**src/design/wrst_pkg.sv**
```systemverilog
// Shared types and constants for the weekly relay schedule table.
// Used by the match logic and the top level; depends on nothing.
package wrst_pkg;

  // Operation codes of a request.
  localparam logic [1:0] OP_TICK   = 2'd0;
  localparam logic [1:0] OP_ADD    = 2'd1;
  localparam logic [1:0] OP_REMOVE = 2'd2;

  // Result status codes.
  localparam logic [1:0] STATUS_OK        = 2'd0;
  localparam logic [1:0] STATUS_FULL      = 2'd1;
  localparam logic [1:0] STATUS_NOT_FOUND = 2'd2;

  // Time constants.
  localparam logic [10:0] MINUTES_PER_HOUR = 11'd60;
  localparam logic [10:0] NO_MINUTE        = 11'h7FF;

  // One stored schedule entry, 27 bits.
  typedef struct packed {
    logic [7:0] id;
    logic [6:0] days;
    logic [4:0] hour;
    logic [5:0] minute;
    logic       action;
  } entry_t;

  localparam int ENTRY_W = $bits(entry_t);

  // Outcome of checking one stored entry against the current request.
  typedef struct packed {
    logic       tick_hit;
    logic       id_hit;
    logic [8:0] max_id_p1;
  } match_t;

  // Sequencer states.
  typedef enum logic [2:0] {
    ST_IDLE,
    ST_SCAN,
    ST_ADD_WR,
    ST_MOVE_RD,
    ST_MOVE_WR,
    ST_DONE
  } state_t;

endpackage

```
**src/design/wrst_ram.sv**
```systemverilog
// Generic simple dual-port RAM with one write port and a registered read port.
// Stand-alone; no package needed.
module wrst_ram #(
  parameter int WIDTH = 27,
  parameter int DEPTH = 16,
  localparam int AW = (DEPTH > 1) ? $clog2(DEPTH) : 1
) (
  input  logic             clk,
  input  logic             we,
  input  logic [AW-1:0]    waddr,
  input  logic [WIDTH-1:0] wdata,
  input  logic [AW-1:0]    raddr,
  output logic [WIDTH-1:0] rdata
);

  logic [WIDTH-1:0] mem [DEPTH];

  // Write and registered read.
  always_ff @(posedge clk) begin
    if (we) begin
      mem[waddr] <= wdata;
    end
    rdata <= mem[raddr];
  end

endmodule

```
**src/design/wrst_match.sv**
```systemverilog
// Compares one stored entry with the latched request during a table walk.
// Depends on wrst_pkg for the entry and match types.
module wrst_match (
  input  wrst_pkg::entry_t entry,
  input  logic [4:0]       hour,
  input  logic [5:0]       minute,
  input  logic [2:0]       wday,
  input  logic [7:0]       id,
  input  logic [8:0]       max_id_p1,
  output wrst_pkg::match_t result
);

  logic [7:0] days8;
  logic [8:0] id_p1;

  // The day mask has no bit for weekday seven, so that code never matches.
  assign days8 = {1'b0, entry.days};
  assign id_p1 = {1'b0, entry.id} + 9'd1;

  always_comb begin
    result.tick_hit  = days8[wday] && (entry.hour == hour) && (entry.minute == minute);
    result.id_hit    = (entry.id == id);
    result.max_id_p1 = (id_p1 > max_id_p1) ? id_p1 : max_id_p1;
  end

endmodule

```
**src/design/weekly_relay_schedule_table_top.sv**
```systemverilog
// Top level of the weekly relay schedule table: sequencer, table RAM and result register.
// Depends on wrst_pkg, wrst_ram and wrst_match.

// The block takes one request at a time. Every add, remove and processed tick walks the
// stored entries through the single read port of the table RAM, one entry per cycle; a remove
// stops at the first matching id. A successful add or remove then writes one entry back,
// while a rejected add, an ignored tick or an unused operation skips the walk. A new
// request is taken as soon as the previous result sits in the output register, even while that
// result still waits to be collected. No clearing pass is needed after reset: only entries
// below the fill count are ever read.
module weekly_relay_schedule_table_top #(
  parameter int TABLE_DEPTH = 16
) (
  input  logic       clk,
  input  logic       rst_n,
  input  logic       in_valid,
  output logic       in_ready,
  input  logic [1:0] in_operation,
  input  logic [4:0] in_hour_of_day,
  input  logic [5:0] in_minute_of_hour,
  input  logic [2:0] in_weekday,
  input  logic [6:0] in_day_mask,
  input  logic       in_relay_action,
  input  logic [7:0] in_entry_id,
  input  logic       in_clock_synced,
  input  logic       in_time_plausible,
  output logic       out_valid,
  input  logic       out_ready,
  output logic [1:0] out_status,
  output logic [7:0] out_assigned_id,
  output logic       out_relay_write,
  output logic       out_relay_level
);

  localparam int AW = (TABLE_DEPTH > 1) ? $clog2(TABLE_DEPTH) : 1;
  localparam int CW = $clog2(TABLE_DEPTH + 1);

  wrst_pkg::state_t state_r, state_nxt;

  logic [CW-1:0] count_r, count_nxt;
  logic          sync_r, sync_nxt;
  logic [10:0]   last_mod_r, last_mod_nxt;

  // Latched request fields.
  logic [1:0] op_r;
  logic [4:0] hour_r;
  logic [5:0] minute_r;
  logic [2:0] wday_r;
  logic [6:0] days_r;
  logic       action_r;
  logic [7:0] id_r;

  // Walk control and accumulated results.
  logic [CW-1:0] issue_r, issue_nxt;
  logic          pend_r, pend_nxt;
  logic [AW-1:0] pend_idx_r;
  logic [AW-1:0] hit_idx_r, hit_idx_nxt;
  logic [8:0]    max_p1_r, max_p1_nxt;
  logic          wr_r, wr_nxt;
  logic          level_r, level_nxt;
  logic [1:0]    res_status_r, res_status_nxt;
  logic [7:0]    res_id_r, res_id_nxt;

  // Output register.
  logic       out_valid_r, out_valid_nxt;
  logic [1:0] out_status_r, out_status_nxt;
  logic [7:0] out_id_r, out_id_nxt;
  logic       out_wr_r, out_wr_nxt;
  logic       out_level_r, out_level_nxt;

  // Table RAM ports.
  logic                   ram_we;
  logic [AW-1:0]          ram_waddr;
  logic [AW-1:0]          ram_raddr;
  wrst_pkg::entry_t       ram_wdata;
  logic [wrst_pkg::ENTRY_W-1:0] ram_rdata;
  wrst_pkg::entry_t       rd_entry;
  wrst_pkg::match_t       match;

  logic        accept;
  logic        issue;
  logic        sync_eff;
  logic [10:0] mod_day;
  logic        tick_go;
  logic        full;

  assign accept   = in_valid && in_ready;
  assign in_ready = (state_r == wrst_pkg::ST_IDLE);
  assign rd_entry = wrst_pkg::entry_t'(ram_rdata);
  assign full     = (count_r == CW'(TABLE_DEPTH));
  assign issue    = (issue_r != count_r);

  // Tick gating from the live request fields.
  assign sync_eff = sync_r || in_clock_synced;
  assign mod_day  = {6'd0, in_hour_of_day} * wrst_pkg::MINUTES_PER_HOUR
                    + {5'd0, in_minute_of_hour};
  assign tick_go  = sync_eff && in_time_plausible && (mod_day != last_mod_r);

  wrst_ram #(
    .WIDTH(wrst_pkg::ENTRY_W),
    .DEPTH(TABLE_DEPTH)
  ) u_table (
    .clk  (clk),
    .we   (ram_we),
    .waddr(ram_waddr),
    .wdata(ram_wdata),
    .raddr(ram_raddr),
    .rdata(ram_rdata)
  );

  wrst_match u_match (
    .entry    (rd_entry),
    .hour     (hour_r),
    .minute   (minute_r),
    .wday     (wday_r),
    .id       (id_r),
    .max_id_p1(max_p1_r),
    .result   (match)
  );

  // Sequencer: next state, walk control and RAM accesses.
  always_comb begin
    state_nxt      = state_r;
    count_nxt      = count_r;
    sync_nxt       = sync_r;
    last_mod_nxt   = last_mod_r;
    issue_nxt      = issue_r;
    pend_nxt       = 1'b0;
    hit_idx_nxt    = hit_idx_r;
    max_p1_nxt     = max_p1_r;
    wr_nxt         = wr_r;
    level_nxt      = level_r;
    res_status_nxt = res_status_r;
    res_id_nxt     = res_id_r;
    ram_we         = 1'b0;
    ram_waddr      = count_r[AW-1:0];
    ram_raddr      = issue_r[AW-1:0];
    ram_wdata      = rd_entry;

    out_valid_nxt  = out_valid_r && !out_ready;
    out_status_nxt = out_status_r;
    out_id_nxt     = out_id_r;
    out_wr_nxt     = out_wr_r;
    out_level_nxt  = out_level_r;

    case (state_r)
      wrst_pkg::ST_IDLE: begin
        if (accept) begin
          issue_nxt      = '0;
          max_p1_nxt     = 9'd0;
          wr_nxt         = 1'b0;
          level_nxt      = 1'b0;
          res_status_nxt = wrst_pkg::STATUS_OK;
          res_id_nxt     = 8'd0;
          case (in_operation)
            wrst_pkg::OP_TICK: begin
              sync_nxt = sync_eff;
              if (tick_go) begin
                last_mod_nxt = mod_day;
                state_nxt    = wrst_pkg::ST_SCAN;
              end else begin
                state_nxt = wrst_pkg::ST_DONE;
              end
            end
            wrst_pkg::OP_ADD: begin
              if (full) begin
                res_status_nxt = wrst_pkg::STATUS_FULL;
                state_nxt      = wrst_pkg::ST_DONE;
              end else begin
                state_nxt = wrst_pkg::ST_SCAN;
              end
            end
            wrst_pkg::OP_REMOVE: begin
              res_status_nxt = wrst_pkg::STATUS_NOT_FOUND;
              state_nxt      = wrst_pkg::ST_SCAN;
            end
            default: begin
              state_nxt = wrst_pkg::ST_DONE;
            end
          endcase
        end
      end

      wrst_pkg::ST_SCAN: begin
        // Issue one read a cycle and judge the entry read in the cycle before.
        pend_nxt = issue;
        if (issue) begin
          issue_nxt = issue_r + CW'(1);
        end
        if (pend_r) begin
          case (op_r)
            wrst_pkg::OP_TICK: begin
              if (match.tick_hit) begin
                wr_nxt    = 1'b1;
                level_nxt = rd_entry.action;
              end
            end
            wrst_pkg::OP_ADD: begin
              max_p1_nxt = match.max_id_p1;
            end
            wrst_pkg::OP_REMOVE: begin
              if (match.id_hit) begin
                hit_idx_nxt    = pend_idx_r;
                res_status_nxt = wrst_pkg::STATUS_OK;
                state_nxt      = wrst_pkg::ST_MOVE_RD;
              end
            end
            default: begin
            end
          endcase
        end else if (!issue) begin
          if (op_r == wrst_pkg::OP_ADD) begin
            state_nxt = wrst_pkg::ST_ADD_WR;
          end else begin
            state_nxt = wrst_pkg::ST_DONE;
          end
        end
      end

      wrst_pkg::ST_ADD_WR: begin
        // Append the new entry behind the last one.
        ram_we           = 1'b1;
        ram_waddr        = count_r[AW-1:0];
        ram_wdata.id     = max_p1_r[7:0];
        ram_wdata.days   = days_r;
        ram_wdata.hour   = hour_r;
        ram_wdata.minute = minute_r;
        ram_wdata.action = action_r;
        res_id_nxt       = max_p1_r[7:0];
        count_nxt        = count_r + CW'(1);
        state_nxt        = wrst_pkg::ST_DONE;
      end

      wrst_pkg::ST_MOVE_RD: begin
        ram_raddr = AW'(count_r - CW'(1));
        state_nxt = wrst_pkg::ST_MOVE_WR;
      end

      wrst_pkg::ST_MOVE_WR: begin
        // The last entry fills the hole left by the removed one.
        ram_we    = 1'b1;
        ram_waddr = hit_idx_r;
        ram_wdata = rd_entry;
        count_nxt = count_r - CW'(1);
        state_nxt = wrst_pkg::ST_DONE;
      end

      wrst_pkg::ST_DONE: begin
        if (!out_valid_r || out_ready) begin
          out_valid_nxt  = 1'b1;
          out_status_nxt = res_status_r;
          out_id_nxt     = res_id_r;
          out_wr_nxt     = wr_r;
          out_level_nxt  = level_r;
          state_nxt      = wrst_pkg::ST_IDLE;
        end
      end

      default: begin
        state_nxt = wrst_pkg::ST_IDLE;
      end
    endcase
  end

  // Control registers.
  always_ff @(posedge clk) begin
    if (!rst_n) begin
      state_r     <= wrst_pkg::ST_IDLE;
      count_r     <= '0;
      sync_r      <= 1'b0;
      last_mod_r  <= wrst_pkg::NO_MINUTE;
      pend_r      <= 1'b0;
      out_valid_r <= 1'b0;
    end else begin
      state_r     <= state_nxt;
      count_r     <= count_nxt;
      sync_r      <= sync_nxt;
      last_mod_r  <= last_mod_nxt;
      pend_r      <= pend_nxt;
      out_valid_r <= out_valid_nxt;
    end
  end

  // Payload registers.
  always_ff @(posedge clk) begin
    if (accept) begin
      op_r     <= in_operation;
      hour_r   <= in_hour_of_day;
      minute_r <= in_minute_of_hour;
      wday_r   <= in_weekday;
      days_r   <= in_day_mask;
      action_r <= in_relay_action;
      id_r     <= in_entry_id;
    end
    issue_r      <= issue_nxt;
    pend_idx_r   <= issue_r[AW-1:0];
    hit_idx_r    <= hit_idx_nxt;
    max_p1_r     <= max_p1_nxt;
    wr_r         <= wr_nxt;
    level_r      <= level_nxt;
    res_status_r <= res_status_nxt;
    res_id_r     <= res_id_nxt;
    out_status_r <= out_status_nxt;
    out_id_r     <= out_id_nxt;
    out_wr_r     <= out_wr_nxt;
    out_level_r  <= out_level_nxt;
  end

  assign out_valid       = out_valid_r;
  assign out_status      = out_status_r;
  assign out_assigned_id = out_id_r;
  assign out_relay_write = out_wr_r;
  assign out_relay_level = out_level_r;

  // The fill count never passes the table depth.
  a_count_bound: assert property (@(posedge clk) disable iff (!rst_n)
    count_r <= CW'(TABLE_DEPTH))
    else $error("entry count exceeds table depth");

  // An accepted request always leaves the idle state.
  a_accept_busy: assert property (@(posedge clk) disable iff (!rst_n)
    accept |=> state_r != wrst_pkg::ST_IDLE)
    else $error("request accepted without starting work");

  // A new result only appears from the done state.
  a_result_from_done: assert property (@(posedge clk) disable iff (!rst_n)
    $rose(out_valid_r) |-> $past(state_r == wrst_pkg::ST_DONE))
    else $error("result raised outside the done state");

  // A remove write back shrinks the table by exactly one.
  a_remove_shrinks: assert property (@(posedge clk) disable iff (!rst_n)
    (state_r == wrst_pkg::ST_MOVE_WR) |=> count_r == $past(count_r) - CW'(1))
    else $error("remove did not shrink the table");

  // An add that passes the fullness check grows the table by one.
  a_add_grows: assert property (@(posedge clk) disable iff (!rst_n)
    (state_r == wrst_pkg::ST_ADD_WR) |=> count_r == $past(count_r) + CW'(1))
    else $error("add did not grow the table");

endmodule
```
**config.mk**
```make
export PLATFORM = sky130hd
export DESIGN_NAME = weekly_relay_schedule_table_top
export DESIGN_NICKNAME = d
export VERILOG_FILES = /design/src/design/wrst_pkg.sv /design/src/design/wrst_ram.sv /design/src/design/wrst_match.sv /design/src/design/weekly_relay_schedule_table_top.sv
export SDC_FILE = /design/constraint.sdc
export NUM_CORES = 1
export LEC_CHECK = 0
export BUFFER_PORTS_ARGS = -buffer_cell sky130_fd_sc_hd__buf_2
export CORE_MARGIN = 4
export CORE_UTILIZATION = 56
export DETAILED_ROUTE_END_ITERATION = 10
export GPL_TIMING_DRIVEN = 0
export PLACE_DENSITY = 0.75
export SLEW_MARGIN = 20
export SYNTH_ARGS = -nofsm -noshare
export SYNTH_HDL_FRONTEND = slang
export SYNTH_HIERARCHICAL = 1
export SYNTH_SLANG_ARGS = --single-unit
```
**constraint.sdc**
```tcl
create_clock -name clk -period 4.37 [get_ports clk]
set_clock_uncertainty 0.1 [all_clocks]
set_input_delay 0.437 -clock clk [delete_from_list [all_inputs] [get_ports clk]]
set_output_delay 0.437 -clock clk [all_outputs]
set_load 0.02 [all_outputs]
```
* Yosys cells after proc, flatten, opt, wreduce, memory -nomap -nowiden
Memory sizes are Yosys's and may differ from the RTL's. A register that Yosys moved wholly into a read port is not among the register bits. Index checks and enable logic that the tools add are counted.
Cells by class: add/sub/neg operators 5, multiply operators 1, magnitude comparators 2, equal/unequal tests 28, mux-type cells 48, reduce and logical (&&, ||, !) cells 28
Operator list (count):
- 2-to-1 mux 9 bit | 4
- 2-to-1 mux 27 bit | 1
- 2-to-1 mux 3 bit | 9
- case mux 5 bit (2 select lines) | 2
- AND reduction 5 bit | 4
- case mux 9 bit (2 select lines) | 1
- case mux 8 bit (2 select lines) | 1
- case mux 3 bit (5 select lines) | 1
- 2-to-1 mux 1 bit | 14
- inequality test 2 bit (second input constant) | 6
- adder 11 x 6 -> 11 bit | 1
- inequality test 11 bit | 1
- adder 5 x 1 -> 5 bit (second input constant) | 2
- 2-to-1 mux 5 bit | 2
- adder 8 x 1 -> 9 bit (second input constant) | 1
- greater-than comparator 9 bit | 1
- multiplier 5 x 4 -> 9 bit (second input constant) | 1
- case mux 3 bit (3 select lines) | 1
- equality test 8 bit | 1
- 2-to-1 mux 2 bit | 4
- 2-to-1 mux 4 bit | 2
- 2-to-1 mux 8 bit | 1
- inequality test 2 x 1 -> 1 bit (second input constant) | 4
- case mux 2 bit (2 select lines) | 2
- 25 further kinds | 45
Storage, ports and cells: bits in registers 100, bits in writable memories 432, word-level logic and storage cells 138, memories kept 1
Memory list:
- u_table.mem | depth 16, width 27, rd ports 1, clocked after memory_dff 1, write ports 1, RTL line wrst_ram.sv:16 | logic [WIDTH-1:0] mem [DEPTH];

* Depth between registers and ports, before layout
depth in word-level cells 8, depth in mapped cells 15, depth with buffers taken out 14

* Hierarchy
The synthesis kept the hierarchy.
Modules (own cells, without submodules):
- wrst_ram | instances 1, cells each 710, area each 16892.5 um^2
- weekly_relay_schedule_table_top | instances 1, cells each 487, area each 5302.6 um^2
- wrst_match | instances 1, cells each 90, area each 709.4 um^2

* Least setup slack after synthesis
Ideal clock, no wire load.
path kind input port to flip-flop, start point in in_hour_of_day[0], end point reg last_mod_r[10], setup time 134 ps, data arrival time 4078 ps, data required time 4136 ps, setup slack 58 ps, stages on the path 14, path buffers 1, cells stage by stage fa_1 > fa_1 > inv_1 > fa_1 > inv_1 > ha_1 > o2bb2ai_1 > nor4b_4 > nand3_1 > xnor2_2 > or4_4 > buf_6 > a21oi_1 > a31oi_1
Between the ends: longest elaborated chain between the ends 5
Ends and longest elaborated chain:
- from (decl) | RTL line weekly_relay_schedule_table_top.sv:19 | input logic [4:0] in_hour_of_day,
- multiplier 5 x 4 -> 9 bit (*) | RTL line weekly_relay_schedule_table_top.sv:95 | assign mod_day = {6'd0, in_hour_of_day} * wrst_pkg::MINUTES_PER_HOUR
- adder 11 x 6 -> 11 bit (*) | RTL line weekly_relay_schedule_table_top.sv:96 | + {5'd0, in_minute_of_hour};
- inequality test 11 bit | RTL line weekly_relay_schedule_table_top.sv:97 | assign tick_go = sync_eff && in_time_plausible && (mod_day != last_mod_r);
- logical AND 1 bit | RTL line weekly_relay_schedule_table_top.sv:97
- AND reduction 4 bit (no line)
- to (signal assigned) | RTL line weekly_relay_schedule_table_top.sv:271 | last_mod_r <= wrst_pkg::NO_MINUTE;
- to (signal assigned) | RTL line weekly_relay_schedule_table_top.sv:278 | last_mod_r <= last_mod_nxt;
- to (decl) | RTL line weekly_relay_schedule_table_top.sv:42 | logic [10:0] last_mod_r, last_mod_nxt;
Mark *: on every way between the ends. The rest lies on a longest branch, timed or not. A chain may end at the register's enable or synchronous reset.

* Worst setup path after layout
Ends and elaborated chain as after synthesis.

==> reports/qor.txt <==
Most area-consuming cells after synthesis = edfxtp_1 (66%), mux4_2 (11%), dfxtp_1 (4.6%)
First-pass GRT wire length = 77.1 mm
Critical Path Fanout Max = 8
Post-synthesis cell type count = 73
Finished Layout Cells = 2029
Nets = 1539
Slowest CP cell = fa_1
Post-synth top area share = 0.663
Placer Congestion = 0.849
Antenna-violating nets left = 0
CP Cell Sequence = buf_2 > fa_1 > fa_1 > inv_1 > fa_1 > inv_1 > ha_1 > o2bb2ai_1 > nor4b_4 > nand3_1 > xnor2_2 > or4_4 > buf_6 > a21oi_1 > a31oi_1
Yosys warning count = 6
Cts bufs inserted = 54
Largest net degree at the start of global routing = 19
Final WL = 51.0 mm
Area grow syn2layout = 15.6%
Dominant synthesized flop cell = edfxtp_1
HPWL after DPL = 33.3 mm
Pwr Total = 17.4 mW
Resized cells post-CTS = 0
Static Leakage = 9.07 nW
Crit. End Element = flip-flop
Core Region = 0.0401 mm²
Max_cap viols = 0
Synth Cell Area = 0.0229 mm²
Share of cells above drive strength 1 = 0.247
# setup viols final = 0
Req. time, crit path = 4.73 ns
Post-Syn Nets = 1367
XOR/XNOR Fraction of Synth Area = 0.0260
Post-Synth Adder-Cell Area = 0.0256
Fin crit period = 4.11 ns
Number of global-route vias before repair = 12700
Routed len/inst = 25.1 µm
Seq/Total Area, Yosys = 0.710
Vias per cell = 6.14
Hold_ws = 0.0313 ns
Synthesized area per cell = 17.8 µm²
Crit path DAT = 4.47 ns
Max Buffers Root-to-Sink = 3
Slew @ Worst Pin = 1.11 ns
CP bufs+invs = 4
Mux cell area share after synthesis = 0.113
Die Y = 210 µm
Outcome = finished clean
Compound-Gate Fraction of Synth Area = 0.0479
Worst hold path depth = 1
Placement Rows = 73
Vias = 12500
I/O pin count = 52
Crit path from = in_hour_of_day[0]
Max incr delay on CP = 0.53 ns
Hold path start = in_hour_of_day[4]
Worst path most repeated cell = fa_1
Crit Path Class = in2reg
Worst r2r path cells = 10
Slew margin rel. = 0.260
Max Freq = 0.243 GHz
Die width = 210 µm
RSZ-0062 raised after global routing = false
Final Core Density = 0.660
R2R Path Start = state_r[2]
Number of flops mapped to enable cells by yosys = 506
Sink Count = 559
Max VDD drop = 0.000380 V
Starting Density = 0.571
Fin. Hold Viols = 0
Critical path startpoint category = input port
# DRC = 0
Full die area = 0.0442 mm²
H-Tree Depth = 2
Setup tns final = 0 ns
HP Class = in2reg
DRT iter0 DRCs = 1141
Number of antenna violations at the first check in global routing = 0
Diode count = 0
Largest delay contributor family on the critical path = adder cells
Largest family of logic cells by synthesized area = multiplexers
R2r setup slk = 0.30 ns
Overflow after GRT = 0
FFs w/ async S/R, synth = 0
Inst Count DP = 1894
Post-Synthesis Cells = 1287
Final worst path period share = 0.940
Synthesized flop and latch total = 559
GR Util All Layers = 0.232
Drt first pass iters = 5
CTS tree = yes
Skew-Pair Late Insertion Delay = 0.61 ns
Reg clk slew, reported paths = 0.06 ns
Root Driver = clkbuf_16
Hold endpoint = hour_r[4]
Total power per unit cell area = 658 mW/mm²
Port buffer count = 51
Post-synth top area cell = edfxtp_1
Post-Synth Simple-Gate Area = 0.0581
Slew Viols, Final = 0
FF-to-FF End = u_table/rdata[23]
## stage by stage
step / setup slack (ns) / cell area (µm²)
after floorplan: 0.0581 / 22900
after global placement: -2.56 / 23800
after detailed placement: -0.455 / 24400
after CTS: 0.197 / 26500
after global routing: 0.0146 / 26500
final: 0.261 / 26500
## cells by family after synthesis
group	count (synthesis)
fa+ha+maj	42
flops	559
simple gates	272
mux	121
buf+inv	94
compound gates	140
xor+xnor	59
## power by group
part           switching [mW]  internal, mW  leakage [nW]
sequential              0.343          7.13          5.05
clock                    1.94          2.57         0.828
combinational            3.27          2.18          3.19
## worst max path at each step
stage                          to  slack (ns)  cells after the start
5_1_grt            last_mod_r[10]        0.01                     15
2_1_floorplan      last_mod_r[10]        0.06                     14
4_1_cts             last_mod_r[3]        0.20                     14
3_5_place_dp        last_mod_r[3]       -0.46                     14
6_report           last_mod_r[10]        0.26                     15
3_3_place_gp   u_table/mem[8][15]       -2.56                      5
## timing repair
| item | CTS | global route |
|---|---|---|
| setup buffers | 0 | 3 |
| hold buffers | 31 | 0 |
| endpoints found under the hold margin | 32 | 0 |
| setup endpoints to repair | 0 | 7 |
## state kept, by name, summed over array words and instances (netlist names), 2 cells and up
register         flops
out_assigned_id      8
u_table/mem        432
id_r                 8
state_r              3
op_r                 2
pend_idx_r           4
u_table/rdata       27
issue_r              5
days_r               7
max_p1_r             9
hit_idx_r            4
count_r              5
last_mod_r          11
hour_r               5
wday_r               3
res_id_r             8
out_status           2
res_status_r         2
minute_r             6
## placed cells by master, fill, tap and decap left out, types with 13 or more instances in the layout
master         count
a21oi_1           16
buf_4             19
buf_2             63
o21ai_0           20
dfxtp_1           53
clkbuf_16         54
inv_1             39
clkbuf_1          40
and3_1            13
a22oi_2           20
xnor2_1           36
edfxtp_1         506
nand3_1           22
nand2_1          124
xor2_1            16
a22oi_1           35
mux4_2           109
dlygate4sd3_1     32
ha_1              34
nor2_1            26
## synth_stat cells (3+ instances only)
cell,number
edfxtp_1,506
nand2_1,124
mux4_2,109
dfxtp_1,53
inv_1,40
nor2_1,38
xnor2_1,36
a22oi_1,35
ha_1,34
clkbuf_1,26
nand3_1,22
o21ai_0,21
a22oi_2,20
a21oi_1,16
xor2_1,16
and3_1,13
and2_1,12
buf_2,12
nor3_1,12
mux2_2,10
a21o_1,9
nand4_1,9
nor2b_1,9
fa_1,8
a31oi_1,7
nand2b_1,7
buf_1,6
o211ai_1,6
or2b_2,5
a211oi_1,4
buf_4,3
o21a_1,3
o221ai_1,3
or2_2,3
xnor2_2,3
xnor3_1,3
## layer usage
layer | vias up | global-route usage | share of wire
met5 | - | 0 | 0
met1 | 6350 | 0.332 | 0.40
met3 | 99 | 0.0374 | 0.079
li1 | 5415 | - | -
met4 | 0 | 0.0774 | 0.028
met2 | 587 | 0.373 | 0.49
## worst register-to-register path, cell delays in order (launching register included)
cell and delay, ns:
dfxtp_1 0.30, clkbuf_1 0.20, inv_1 0.18, clkbuf_1 0.45, nand3_1 0.39, nand2_1 0.16
o21ai_0 0.19, nor2_1 0.86, clkbuf_1 0.66, a22oi_1 0.36, nand2_1 0.14
## final cells by class
cell class,instances,area [µm²]
buffer,54,302
clock buffer,74,1490
clock inverter,27,248
fill,2609,13600
inverter,40,150
multi-input combinational,634,6310
sequential,559,16300
tap,525,657
timing repair buffer,116,1070
Note: power is estimated with default switching activity, not from simulation.
